--- src/sv/dual_window_sensitivity_classifier_core_defines.svh ---
// Assertion macros used by the top-level RTL file of the classifier core.
`ifndef DUAL_WINDOW_SENSITIVITY_CLASSIFIER_CORE_DEFINES_SVH
`define DUAL_WINDOW_SENSITIVITY_CLASSIFIER_CORE_DEFINES_SVH

`ifndef SYNTHESIS
`define DWSC_ASSERT_IMPL(lbl, clk_s, rstn_s, prop) \
  lbl: assert property (@(posedge clk_s) disable iff (!rstn_s) prop) \
    else $error("implication check failed");
`define DWSC_ASSERT_NEVER(lbl, clk_s, rstn_s, cond) \
  lbl: assert property (@(posedge clk_s) disable iff (!rstn_s) !(cond)) \
    else $error("forbidden condition seen");
`else
`define DWSC_ASSERT_IMPL(lbl, clk_s, rstn_s, prop)
`define DWSC_ASSERT_NEVER(lbl, clk_s, rstn_s, cond)
`endif

`endif

--- src/sv/dwsc_pkg.sv ---
`default_nettype none

package dwsc_pkg;

  localparam int unsigned DATA_W          = 32;
  localparam int unsigned SHORT_LEN_W     = 7;
  localparam int unsigned LONG_LEN_W      = 9;
  localparam int unsigned PCT_W           = 7;
  localparam int unsigned CLASS_W         = 2;
  localparam int unsigned SHORT_CNT_OUT_W = 7;
  localparam int unsigned LONG_CNT_OUT_W  = 9;
  localparam int unsigned CFG_IDX_W       = 3;

  localparam logic [PCT_W-1:0] PCT_SCALE = 7'd100;

  localparam logic [CFG_IDX_W-1:0] CFG_THRESHOLD = 3'd0;
  localparam logic [CFG_IDX_W-1:0] CFG_SHORT_LEN = 3'd1;
  localparam logic [CFG_IDX_W-1:0] CFG_LONG_LEN  = 3'd2;
  localparam logic [CFG_IDX_W-1:0] CFG_SHORT_PCT = 3'd3;
  localparam logic [CFG_IDX_W-1:0] CFG_LONG_PCT  = 3'd4;

  typedef enum logic [CLASS_W-1:0] {
    CLS_UNKNOWN  = 2'd0,
    CLS_NOT_SENS = 2'd1,
    CLS_SENS     = 2'd2
  } class_t;

  typedef struct packed {
    logic [DATA_W-1:0] read_bandwidth;
    logic [DATA_W-1:0] page_in_rate;
  } in_word_t;

  typedef struct packed {
    logic [CLASS_W-1:0]         class_code;
    logic                       sample_hot;
    logic [SHORT_CNT_OUT_W-1:0] short_count;
    logic [LONG_CNT_OUT_W-1:0]  long_count;
  } out_word_t;

  typedef struct packed {
    logic [DATA_W-1:0]      threshold;
    logic [SHORT_LEN_W-1:0] short_len;
    logic [LONG_LEN_W-1:0]  long_len;
    logic [PCT_W-1:0]       short_pct;
    logic [PCT_W-1:0]       long_pct;
  } cfg_regs_t;

endpackage

`default_nettype wire

--- src/sv/dwsc_fifo.sv ---
`default_nettype none

module dwsc_fifo #(
  parameter int unsigned WIDTH = 1
) (
  input  logic             clk,
  input  logic             rst_n,
  input  logic             push_i,
  input  logic [WIDTH-1:0] data_i,
  output logic             full_o,
  input  logic             pop_i,
  output logic [WIDTH-1:0] data_o,
  output logic             empty_o
);

  logic [WIDTH-1:0] mem_r [2];
  logic             wr_ptr_r;
  logic             rd_ptr_r;
  logic [1:0]       count_r;
  logic [1:0]       count_nxt;
  logic             wr_en;
  logic             rd_en;

  assign full_o  = (count_r == 2'd2);
  assign empty_o = (count_r == 2'd0);
  assign wr_en   = push_i & ~full_o;
  assign rd_en   = pop_i & ~empty_o;
  assign data_o  = mem_r[rd_ptr_r];

  always_comb begin
    count_nxt = count_r + {1'b0, wr_en} - {1'b0, rd_en};
  end

  always_ff @(posedge clk) begin
    if (!rst_n) begin
      wr_ptr_r <= 1'b0;
      rd_ptr_r <= 1'b0;
      count_r  <= 2'd0;
    end else begin
      if (wr_en) begin
        wr_ptr_r <= ~wr_ptr_r;
      end
      if (rd_en) begin
        rd_ptr_r <= ~rd_ptr_r;
      end
      count_r <= count_nxt;
    end
  end

  always_ff @(posedge clk) begin
    if (wr_en) begin
      mem_r[wr_ptr_r] <= data_i;
    end
  end

endmodule

`default_nettype wire

--- src/sv/dwsc_front.sv ---
`default_nettype none

module dwsc_front (
  input  logic                          clk,
  input  logic                          rst_n,
  input  logic                          push_i,
  input  dwsc_pkg::in_word_t            in_word_i,
  input  logic [dwsc_pkg::DATA_W-1:0]   threshold_i,
  output logic                          full_o,
  input  logic                          q_pop_i,
  output logic                          q_valid_o,
  output logic                          q_hot_o
);

  logic hot;
  logic q_empty;

  assign hot = (in_word_i.read_bandwidth > threshold_i) &&
               (in_word_i.page_in_rate > threshold_i);

  dwsc_fifo #(
    .WIDTH(1)
  ) u_hot_q (
    .clk    (clk),
    .rst_n  (rst_n),
    .push_i (push_i),
    .data_i (hot),
    .full_o (full_o),
    .pop_i  (q_pop_i),
    .data_o (q_hot_o),
    .empty_o(q_empty)
  );

  assign q_valid_o = ~q_empty;

endmodule

`default_nettype wire

--- src/sv/dwsc_window.sv ---
`default_nettype none

module dwsc_window #(
  parameter int unsigned DEPTH = 64,
  parameter int unsigned LEN_W = 7
) (
  input  logic                          clk,
  input  logic                          rst_n,
  input  logic [LEN_W-1:0]              len_i,
  input  logic [dwsc_pkg::PCT_W-1:0]    pct_i,
  input  logic                          push_i,
  input  logic                          bit_i,
  input  logic                          clear_i,
  output logic [$clog2(DEPTH+1)-1:0]    ones_nxt_o,
  output logic                          above_o,
  output logic                          below_o
);

  import dwsc_pkg::*;

  localparam int unsigned CNT_W  = $clog2(DEPTH + 1);
  localparam int unsigned IDX_W  = (DEPTH > 1) ? $clog2(DEPTH) : 1;
  localparam int unsigned PROD_W = CNT_W + PCT_W;

  logic [DEPTH-1:0]  bits_r;
  logic [DEPTH-1:0]  bits_nxt;
  logic [CNT_W-1:0]  fill_r;
  logic [CNT_W-1:0]  fill_nxt;
  logic [CNT_W-1:0]  ones_r;
  logic [CNT_W-1:0]  ones_nxt;
  logic [CNT_W-1:0]  eff_len;
  logic [IDX_W-1:0]  tap;
  logic              full;
  logic              drop;
  logic              full_after;
  logic [PROD_W-1:0] hot_scaled;
  logic [PROD_W-1:0] limit;

  // A length of zero acts as one; a length past the depth acts as the depth.
  always_comb begin
    priority if (len_i == '0) begin
      eff_len = CNT_W'(1);
    end else if (int'(len_i) > int'(DEPTH)) begin
      eff_len = CNT_W'(DEPTH);
    end else begin
      eff_len = CNT_W'(len_i);
    end
  end

  assign tap  = IDX_W'(eff_len - CNT_W'(1));
  assign full = (fill_r >= eff_len);
  assign drop = full & bits_r[tap];

  always_comb begin
    ones_nxt = ones_r - CNT_W'(drop) + CNT_W'(bit_i);
    fill_nxt = full ? eff_len : (fill_r + CNT_W'(1));
    bits_nxt[0] = bit_i;
    for (int i = 1; i < DEPTH; i++) begin
      bits_nxt[i] = (CNT_W'(i) < eff_len) ? bits_r[i-1] : 1'b0;
    end
  end

  assign full_after = (fill_nxt >= eff_len);
  assign hot_scaled = PROD_W'(ones_nxt) * PROD_W'(PCT_SCALE);
  assign limit      = PROD_W'(pct_i) * PROD_W'(eff_len);
  assign above_o    = full_after && (hot_scaled > limit);
  assign below_o    = full_after && (hot_scaled < limit);
  assign ones_nxt_o = ones_nxt;

  always_ff @(posedge clk) begin
    if (!rst_n) begin
      bits_r <= '0;
      fill_r <= '0;
      ones_r <= '0;
    end else if (clear_i) begin
      bits_r <= '0;
      fill_r <= '0;
      ones_r <= '0;
    end else if (push_i) begin
      bits_r <= bits_nxt;
      fill_r <= fill_nxt;
      ones_r <= ones_nxt;
    end
  end

endmodule

`default_nettype wire

--- src/sv/dwsc_back.sv ---
`default_nettype none

module dwsc_back #(
  parameter int unsigned SHORT_DEPTH = 64,
  parameter int unsigned LONG_DEPTH  = 256
) (
  input  logic                 clk,
  input  logic                 rst_n,
  input  dwsc_pkg::cfg_regs_t  cfg_i,
  input  logic                 win_clear_i,
  input  logic                 q_valid_i,
  input  logic                 q_hot_i,
  output logic                 q_pop_o,
  input  logic                 pop_i,
  output logic                 empty_o,
  output dwsc_pkg::out_word_t  out_word_o
);

  import dwsc_pkg::*;

  localparam int unsigned SHORT_CNT_W = $clog2(SHORT_DEPTH + 1);
  localparam int unsigned LONG_CNT_W  = $clog2(LONG_DEPTH + 1);

  class_t                 state_r;
  class_t                 state_nxt;
  logic                   step;
  logic                   res_full;
  logic                   long_clear;
  logic                   short_above;
  logic                   long_below;
  logic [SHORT_CNT_W-1:0] short_ones;
  logic [LONG_CNT_W-1:0]  long_ones;
  out_word_t              res;

  assign step    = q_valid_i & ~res_full;
  assign q_pop_o = step;

  dwsc_window #(
    .DEPTH(SHORT_DEPTH),
    .LEN_W(SHORT_LEN_W)
  ) u_short_win (
    .clk       (clk),
    .rst_n     (rst_n),
    .len_i     (cfg_i.short_len),
    .pct_i     (cfg_i.short_pct),
    .push_i    (step),
    .bit_i     (q_hot_i),
    .clear_i   (win_clear_i),
    .ones_nxt_o(short_ones),
    .above_o   (short_above),
    .below_o   ()
  );

  dwsc_window #(
    .DEPTH(LONG_DEPTH),
    .LEN_W(LONG_LEN_W)
  ) u_long_win (
    .clk       (clk),
    .rst_n     (rst_n),
    .len_i     (cfg_i.long_len),
    .pct_i     (cfg_i.long_pct),
    .push_i    (step),
    .bit_i     (q_hot_i),
    .clear_i   (win_clear_i | long_clear),
    .ones_nxt_o(long_ones),
    .above_o   (),
    .below_o   (long_below)
  );

  always_ff @(posedge clk) begin
    if (!rst_n) begin
      state_r <= CLS_UNKNOWN;
    end else begin
      state_r <= state_nxt;
    end
  end

  always_comb begin
    state_nxt  = state_r;
    long_clear = 1'b0;
    if (step) begin
      unique case (state_r)
        CLS_NOT_SENS: begin
          if (short_above) begin
            state_nxt  = CLS_SENS;
            long_clear = 1'b1;
          end
        end
        CLS_SENS: begin
          if (long_below) begin
            state_nxt = CLS_NOT_SENS;
          end
        end
        default: begin
          // Unknown and the unused code; the long test wins.
          priority if (long_below) begin
            state_nxt = CLS_NOT_SENS;
          end else if (short_above) begin
            state_nxt = CLS_SENS;
          end else begin
            state_nxt = CLS_UNKNOWN;
          end
        end
      endcase
    end
  end

  always_comb begin
    res.class_code  = state_nxt;
    res.sample_hot  = q_hot_i;
    res.short_count = SHORT_CNT_OUT_W'(short_ones);
    res.long_count  = long_clear ? '0 : LONG_CNT_OUT_W'(long_ones);
  end

  dwsc_fifo #(
    .WIDTH($bits(out_word_t))
  ) u_res_q (
    .clk    (clk),
    .rst_n  (rst_n),
    .push_i (step),
    .data_i (res),
    .full_o (res_full),
    .pop_i  (pop_i),
    .data_o (out_word_o),
    .empty_o(empty_o)
  );

endmodule

`default_nettype wire

--- src/sv/dual_window_sensitivity_classifier_core.sv ---
// An accepted word is held in the input queue, then in the result queue, and leaves on the
// result ports; a full result queue stalls it in the input queue.
// Throughput: one word per cycle unless the result queue is full; windows and class update
// together. Reset: synchronous, active-low rst_n empties both queues, clears both windows,
// sets the class to unknown and loads the register defaults. No clearing pass is needed.
`default_nettype none

`include "dual_window_sensitivity_classifier_core_defines.svh"

module dual_window_sensitivity_classifier_core #(
  parameter int unsigned SHORT_DEPTH = 64,
  parameter int unsigned LONG_DEPTH  = 256
) (
  input  logic                             clk,
  input  logic                             rst_n,
  input  logic                             push,
  input  dwsc_pkg::in_word_t               in_word,
  output logic                             full,
  input  logic                             pop,
  output logic                             empty,
  output dwsc_pkg::out_word_t              out_word,
  input  logic                             valid,
  output logic                             ready,
  input  logic [dwsc_pkg::CFG_IDX_W-1:0]   cfg_index,
  input  logic [dwsc_pkg::DATA_W-1:0]      cfg_data
);

  import dwsc_pkg::*;

  cfg_regs_t cfg_r;
  cfg_regs_t cfg_nxt;
  logic      cfg_wr;
  logic      win_clear;
  logic      q_pop;
  logic      q_valid;
  logic      q_hot;

  assign ready  = 1'b1;
  assign cfg_wr = valid & ready;

  always_comb begin
    cfg_nxt   = cfg_r;
    win_clear = 1'b0;
    if (cfg_wr) begin
      unique case (cfg_index)
        CFG_THRESHOLD: cfg_nxt.threshold = cfg_data;
        CFG_SHORT_LEN: begin
          cfg_nxt.short_len = cfg_data[SHORT_LEN_W-1:0];
          win_clear         = 1'b1;
        end
        CFG_LONG_LEN: begin
          cfg_nxt.long_len = cfg_data[LONG_LEN_W-1:0];
          win_clear        = 1'b1;
        end
        CFG_SHORT_PCT: cfg_nxt.short_pct = cfg_data[PCT_W-1:0];
        CFG_LONG_PCT:  cfg_nxt.long_pct  = cfg_data[PCT_W-1:0];
        default: ;
      endcase
    end
  end

  always_ff @(posedge clk) begin
    if (!rst_n) begin
      cfg_r.threshold <= '0;
      cfg_r.short_len <= SHORT_LEN_W'(1);
      cfg_r.long_len  <= LONG_LEN_W'(1);
      cfg_r.short_pct <= '0;
      cfg_r.long_pct  <= '0;
    end else begin
      cfg_r <= cfg_nxt;
    end
  end

  dwsc_front u_front (
    .clk        (clk),
    .rst_n      (rst_n),
    .push_i     (push),
    .in_word_i  (in_word),
    .threshold_i(cfg_r.threshold),
    .full_o     (full),
    .q_pop_i    (q_pop),
    .q_valid_o  (q_valid),
    .q_hot_o    (q_hot)
  );

  dwsc_back #(
    .SHORT_DEPTH(SHORT_DEPTH),
    .LONG_DEPTH (LONG_DEPTH)
  ) u_back (
    .clk        (clk),
    .rst_n      (rst_n),
    .cfg_i      (cfg_r),
    .win_clear_i(win_clear),
    .q_valid_i  (q_valid),
    .q_hot_i    (q_hot),
    .q_pop_o    (q_pop),
    .pop_i      (pop),
    .empty_o    (empty),
    .out_word_o (out_word)
  );

  `DWSC_ASSERT_NEVER(a_full_without_results, clk, rst_n, full && empty)
  `DWSC_ASSERT_IMPL(a_accepted_word_surfaces, clk, rst_n, push && !full |-> ##2 !empty)

endmodule

`default_nettype wire

--- config.mk ---
export PLATFORM = sky130hd
export DESIGN_NAME = dual_window_sensitivity_classifier_core
export DESIGN_NICKNAME = d
export VERILOG_FILES = /design/src/sv/dwsc_pkg.sv /design/src/sv/dwsc_fifo.sv /design/src/sv/dwsc_front.sv /design/src/sv/dwsc_window.sv /design/src/sv/dwsc_back.sv /design/src/sv/dual_window_sensitivity_classifier_core.sv
export VERILOG_INCLUDE_DIRS = /design/src /design/src/sv
export SDC_FILE = /design/constraint.sdc
export NUM_CORES = 2
export LEC_CHECK = 0
export BUFFER_PORTS_ARGS = -buffer_cell sky130_fd_sc_hd__clkbuf_2
export CORE_AREA = 8 8 239 241
export CTS_CLUSTER_SIZE = 28
export DETAILED_ROUTE_END_ITERATION = 8
export DIE_AREA = 0 0 247 249
export PLACE_DENSITY_LB_ADDON = 0.1
export SLEW_MARGIN = 25
export SYNTH_ARGS = -nofsm -noshare
export SYNTH_HDL_FRONTEND = slang
export SYNTH_SLANG_ARGS = --single-unit
export TNS_END_PERCENT = 100
--- constraint.sdc ---
create_clock -name clk -period 10 [get_ports clk]
set_clock_uncertainty 0.15 [all_clocks]
set_input_delay 0 -clock clk [delete_from_list [all_inputs] [get_ports clk]]
set_output_delay 0 -clock clk [all_outputs]
set_load 0.02 [all_outputs]
After elaboration in Yosys (flattened, before gate mapping)
Memory sizes are Yosys's and may differ from the RTL's. A register that Yosys moved wholly into a read port is not among the register bits.
Cells that the tools add are included.
- bits in writable memories: 40
- word-level logic and storage cells: 755
- memories: 2
- register bits: 424
- bitwise logic cells: 17
- reduce and logical (&&, ||, !) cells: 16
- $add $sub $neg: 12
- $mul: 4
- eq/ne operators: 8
- multiplexer cells: 348
- order comparisons: 330
- memories (memory ; words ; width ; rd ports ; clocked after Yosys merged registers in ; write ports ; line ; RTL):
    u_back.u_res_q.mem_r ; 2 ; 19 ; 1 ; 1 ; 1 ; dwsc_fifo.sv:16 ; logic [WIDTH-1:0] mem_r [2];
    u_front.u_hot_q.mem_r ; 2 ; 1 ; 1 ; 1 ; 1 ; dwsc_fifo.sv:16 ;
- operators with widths (cell ; count):
    less-than comparator 8 x 9 -> 1 bit (first input constant) ; 128
    less-than comparator 7 x 9 -> 1 bit (first input constant) ; 64
    2-to-1 mux 1 bit ; 333
    less-than comparator 6 x 9 -> 1 bit (first input constant) ; 32
    less-than comparator 6 x 7 -> 1 bit (first input constant) ; 32
    less-than comparator 5 x 9 -> 1 bit (first input constant) ; 16
    less-than comparator 5 x 7 -> 1 bit (first input constant) ; 16
    less-than comparator 4 x 9 -> 1 bit (first input constant) ; 8
    > comparator 32 bit ; 2
    less-than comparator 4 x 7 -> 1 bit (first input constant) ; 8
    less-than comparator 3 x 9 -> 1 bit (first input constant) ; 4
    2-to-1 mux 9 bit ; 4
    less-than comparator 3 x 7 -> 1 bit (first input constant) ; 4
    2-to-1 mux 7 bit ; 3
    >= comparator 9 bit ; 2
    less-than comparator 2 x 9 -> 1 bit (first input constant) ; 2
    less-than comparator 16 bit ; 1
    multiplier 7 x 9 -> 16 bit ; 1
    >= comparator 7 bit ; 2
    > comparator 14 bit ; 1
    less-than comparator 2 x 7 -> 1 bit (first input constant) ; 2
    multiplier 7 x 7 -> 14 bit ; 1
    multiplier 9 x 5 -> 14 bit (second input constant) ; 1
    multiplier 7 x 5 -> 12 bit (second input constant) ; 1
    other kinds (35) ; 67

Longest topological paths before layout
- word-level depth: 17
- gate-level depth with buffers: 50

By module
From an unflattened synthesis, not the netlist that was laid out.
- cell total of the unflattened synthesis: 3732
- area, all modules: 31048.5 µm²
- modules (own cells, without submodules) (module ; area an instance (µm²) ; instances ; sequential area each (µm²) ; cells an instance):
    dwsc_window at u_back.u_long_win ; 17775.8 ; 1 ; 5485.3 ; 2277
    dwsc_window at u_back.u_short_win ; 7113.1 ; 1 ; 1561.5 ; 868
    dual_window_sensitivity_classifier_core ; 2409.8 ; 1 ; 1241.2 ; 245
    dwsc_fifo at u_back.u_res_q ; 1657.8 ; 1 ; 1241.2 ; 86
    dwsc_front ; 1521.5 ; 1 ; 0.0 ; 192
    dwsc_fifo at u_front.u_hot_q ; 307.8 ; 1 ; 160.2 ; 30
    dwsc_back ; 262.8 ; 1 ; 40.0 ; 34

Least setup slack after synthesis
Ideal clock, no wire load.
- path type: flip-flop to flip-flop
- start point: register cfg_r[16] (netlist name)
- end point: memory u_back.u_res_q.mem_r[0][18] (netlist name) (data pin)
- arrival time: 9.161 ns
- path slack: 0.427 ns
- stages on the path, launching flop included: 48
- data required time: 9.587 ns
- period minus slack after synthesis: 9.573 ns
- path buffers: 6
- cells stage by stage: dfxtp_1 -> buf_2 -> nor3_4 -> a31oi_1 -> nor2_4 -> buf_4 -> buf_4 -> buf_4 -> buf_2 -> ha_1 -> nand2b_1 -> a21o_1 -> a21oi_1 -> nor2b_1 -> o21ai_0 -> a21oi_1 -> o41ai_1 -> clkbuf_1 -> (+12 left out) -> fa_1 -> inv_1 -> ha_1 -> inv_1 -> o21bai_1 -> a21oi_1 -> nor2b_1 -> o21a_1 -> nor2_1 -> xnor2_1 -> ha_1 -> a21o_1 -> a21o_1 -> a211oi_1 -> o211ai_1 -> a311oi_1 -> o311ai_0 -> a22o_1
- RTL lines (what ; line ; RTL):
    start, declared ; dual_window_sensitivity_classifier_core.sv:30 ; cfg_regs_t cfg_r;
    start signal, assigned ; dual_window_sensitivity_classifier_core.sv:70 ; cfg_r <= cfg_nxt;
    end, declared ; dwsc_fifo.sv:16 ;

==> results.yml <==
worst_setup_path:
  critPathCaptureType: "flop"
  required_ns: 10.37
  start_kind: "flop"
  reg2reg_slack_ns: 0.40
  crit_buf_inv: 7
  worst_ep_arrival_time_ns: 9.97
  r2r_cells: 40
  crit_cells: 40
  slowest_delay_ns: 0.49
  crit_top_cell: "ha_1"
  path_delay_family: "adder cells"
  cp_slowest_cell: "mux4_2"
  crit_type: "reg -> reg"
  crit_fanout: 56
sta:
  drv_slew: 0
  hold_viol: 0
  tightest_slew_ns: 1.18
  rsz0062_at_grt: "no"
  maxSlewHeadroom: 0.207
  max_freq_mhz: 104
  layout_min_cycle_time_ns: 9.60
  period_share: 0.960
  finalSetupViolations: 0
clock_tree:
  htreeDepth: 2
  cts_buffers: 52
  clk_latency_ns: 0.61
  cts_root_buf: "clkbuf_16"
  cts_tree: "built"
  clk_path_buf_depth: 3
  clkTransAtPathRegs_ns: 0.06
  cts_num_sinks: 466
yosys:
  synthAdderAreaFrac: 0.157
  syn-num-nets: 3979
  synth.top_cells.by_count: "nand2_1, dfxtp_1, a21oi_1"
  yosys.area.top_type_share: 0.285
  synth.distinct_cells: 70
  ys_seq_area_frac: 0.325
  syn_area_um2: 30000
  synth-simple-area-share: 0.178
  synth_compound_area_frac: 0.188
  synth-xor-area-share: 0.0228
  synth.most_common_cell: "nand2_1"
  synth-edff-count: 40
  post-synth-top-area-cell: "dfxtp_1"
  synth_seq_cells: 466
  synthCells: 3539
  synth_area_leaders: "dfxtp_1, ha_1, nand2_1, a21oi_1, fa_1"
  async_flop_share: 0
  syn_avg_cell_area_um2: 8.47
  synth_top_family_by_area: "compound AO/OA/AOI/OAI gates"
  ys_warn_count: 0
  synth_mux_area_frac: 0.0714
  ys.flop_type: "dfxtp_1"
power_and_ir_drop:
  comb_power_share: 0.637
  power_mw: 11.6
  internal-power_mw: 6.46
  power.density_nw_per_um2: 341
  power_frac_clock: 0.174
  switchingPower_mw: 5.11
  p_leak_nw: 13.3
  p_seq_frac: 0.189
  peakVddDrop_mv: 0.718
  p_sw_frac: 0.442
min_path:
  hold_path.class: "in -> reg"
  hold_depth: 7
cells_and_area:
  n_antenna_cell: 0
  final_nets: 4094
  utilization: 0.637
  syn_to_final_growth_pct: 13.2
  drive_above_1_share: 0.109
  fin_area_um2: 33900
floorplanning:
  rows: 85
  fp.dieW_um: 247
  core_um2: 53300
  initial_utilization: 0.562
  die_y_um: 249
  io_pins: 126
  dieArea_um2: 61500
detailed_routing:
  route.detailed.drc: 0
  routed_via_density: 6.28
  vias: 27600
  wl_um: 96300
  detailedRoute.firstIterationViolations: 3059
  ant_nets: 0
  wl_per_cell_um: 21.9
  first_pass_iters: 6
global_routing:
  grt_first_pass_wirelength_um: 151000
  use_met1: 0.399
  track_usage: 0.304
  antenna_found_initial: 0
  grt_overflow: 0
  grt_max_degree: 211
  busiest_layer: "met2"
  use_met2: 0.474
  grt_pass1_vias: 27200
  met3_usage: 0.0640
placement:
  dpl.hpwl_um: 65500
  io_buffers: 124
  gp_congestion: 0.974
  place_area_um2: 31300
run:
  max_cap_violations: 0
run_status:
  status: "complete, no violations"
[cell type report]
cell class / count / area (µm²)
Fill cell: 4578 / 19300
Clock inverter: 29 / 365
Clock buffer: 67 / 1420
Sequential cell: 466 / 9730
Timing Repair Buffer: 287 / 2150
Multi-Input combinational cell: 2635 / 18600
Inverter: 212 / 806
Tap cell: 696 / 871
[layer usage]
metal,routed length (µm),share of wire
met5,0,0
met4,4740,0.049
met3,8620,0.089
met2,43600,0.45
met1,39300,0.41
[cells by family (layout without fill, tap and decap cells)]
group | Yosys count | count (layout)
DFF | 466 | 466
other | 1 | 1
adders and majority gates | 336 | 336
AOI/OAI and AO/OA | 860 | 860
buffers and inverters | 440 | 595
and+or+nand+nor | 1217 | 1219
muxes | 141 | 141
xor gates and xnor gates | 78 | 78
[placed cells by master (no fill, tap or decap), types with 42 or more instances in the layout]
cell type / count
a21o_1: 42
a21oi_1: 337
a22oi_1: 63
a32oi_1: 73
and2_1: 55
buf_4: 84
clkbuf_16: 53
clkbuf_2: 124
dfxtp_1: 426
dlygate4sd3_1: 70
fa_1: 66
ha_1: 269
inv_1: 205
mux2i_1: 66
nand2_1: 607
nand3_1: 123
nand4_1: 42
nor2_1: 246
nor2b_1: 58
o211ai_1: 145
o21ai_0: 58
xnor2_1: 51
[state kept, by name, indices dropped and copies added, names as in the netlist, named ones only]
signal	cells
u_back.u_long_win.bits_r	256
u_back.u_short_win.bits_r	64
cfg_r	62
u_back.u_res_q.mem_r	38
u_back.u_long_win.fill_r	9
u_back.u_long_win.ones_r	9
u_back.u_short_win.fill_r	7
u_back.u_short_win.ones_r	7
u_back.state_r	2
u_back.u_res_q.count_r	2
u_front.u_hot_q.count_r	2
u_front.u_hot_q.mem_r	2
u_back.u_res_q.rd_ptr_r	1
u_back.u_res_q.wr_ptr_r	1
u_front.u_hot_q.rd_ptr_r	1
u_front.u_hot_q.wr_ptr_r	1
[worst reg2reg max path, delay by kind of cell, from the launching register on]
family | cells | cell delay, ns
fa+ha+maj | 9 | 2.80
buf+inv | 7 | 1.10
flops | 1 | 0.44
mux | 3 | 1.05
compound gates | 10 | 1.77
xor+xnor | 2 | 0.38
simple gates | 9 | 1.88
[worst paths after layout]
check | startpoint | to
worst min register to register | u_back.u_long_win.bits_r[46]$_SDFFE_PP0P_ | u_back.u_long_win.bits_r[46]$_SDFFE_PP0P_
worst max-delay path | cfg_r[27]$_SDFFE_PN0P_ | u_back.u_long_win.fill_r[0]$_SDFFE_PP0P_
worst max register to register | cfg_r[27]$_SDFFE_PN0P_ | u_back.u_long_win.fill_r[0]$_SDFFE_PP0P_
worst min-delay path | in_word[40] | u_front.u_hot_q.mem_r[0]$_DFFE_PP_
[power by group through the flow]
stage          registers [mW]  clock network, mW  logic (mW)
2_1_floorplan            2.20                  0        5.49
3_3_place_gp             2.22                  0        6.85
3_5_place_dp             2.23                  0        7.16
4_1_cts                  2.19               2.04        7.24
5_1_grt                  2.20               2.11        8.36
6_report                 2.19               2.01        7.37
[metrics by stage]
stage / cells / setup slack (ns) / TNS [ns] / hold WS, ns
2_1_floorplan: 3539 / 0.427 / 0 / -0.0258
3_3_place_gp: 4220 / 0.0696 / 0 / 0.0860
3_5_place_dp: 4220 / -0.125 / -11.31 / 0.0932
4_1_cts: 4389 / 0.0763 / 0 / 0.166
5_1_grt: 4392 / 0.0247 / 0 / 0.198
6_report: 4392 / 0.404 / 0 / 0.199
[timing repair]
action / in CTS / in global routing
endpoints found under the hold margin: 76 / 0
pin swaps: 0 / 1
hold buffers: 70 / 0
gates resized for setup: 2 / 11
cloned: 1 / 2
buffers inserted: 2 / 1
setup endpoints to repair: 239 / 298
Note: power is estimated with default switching activity, not from simulation.
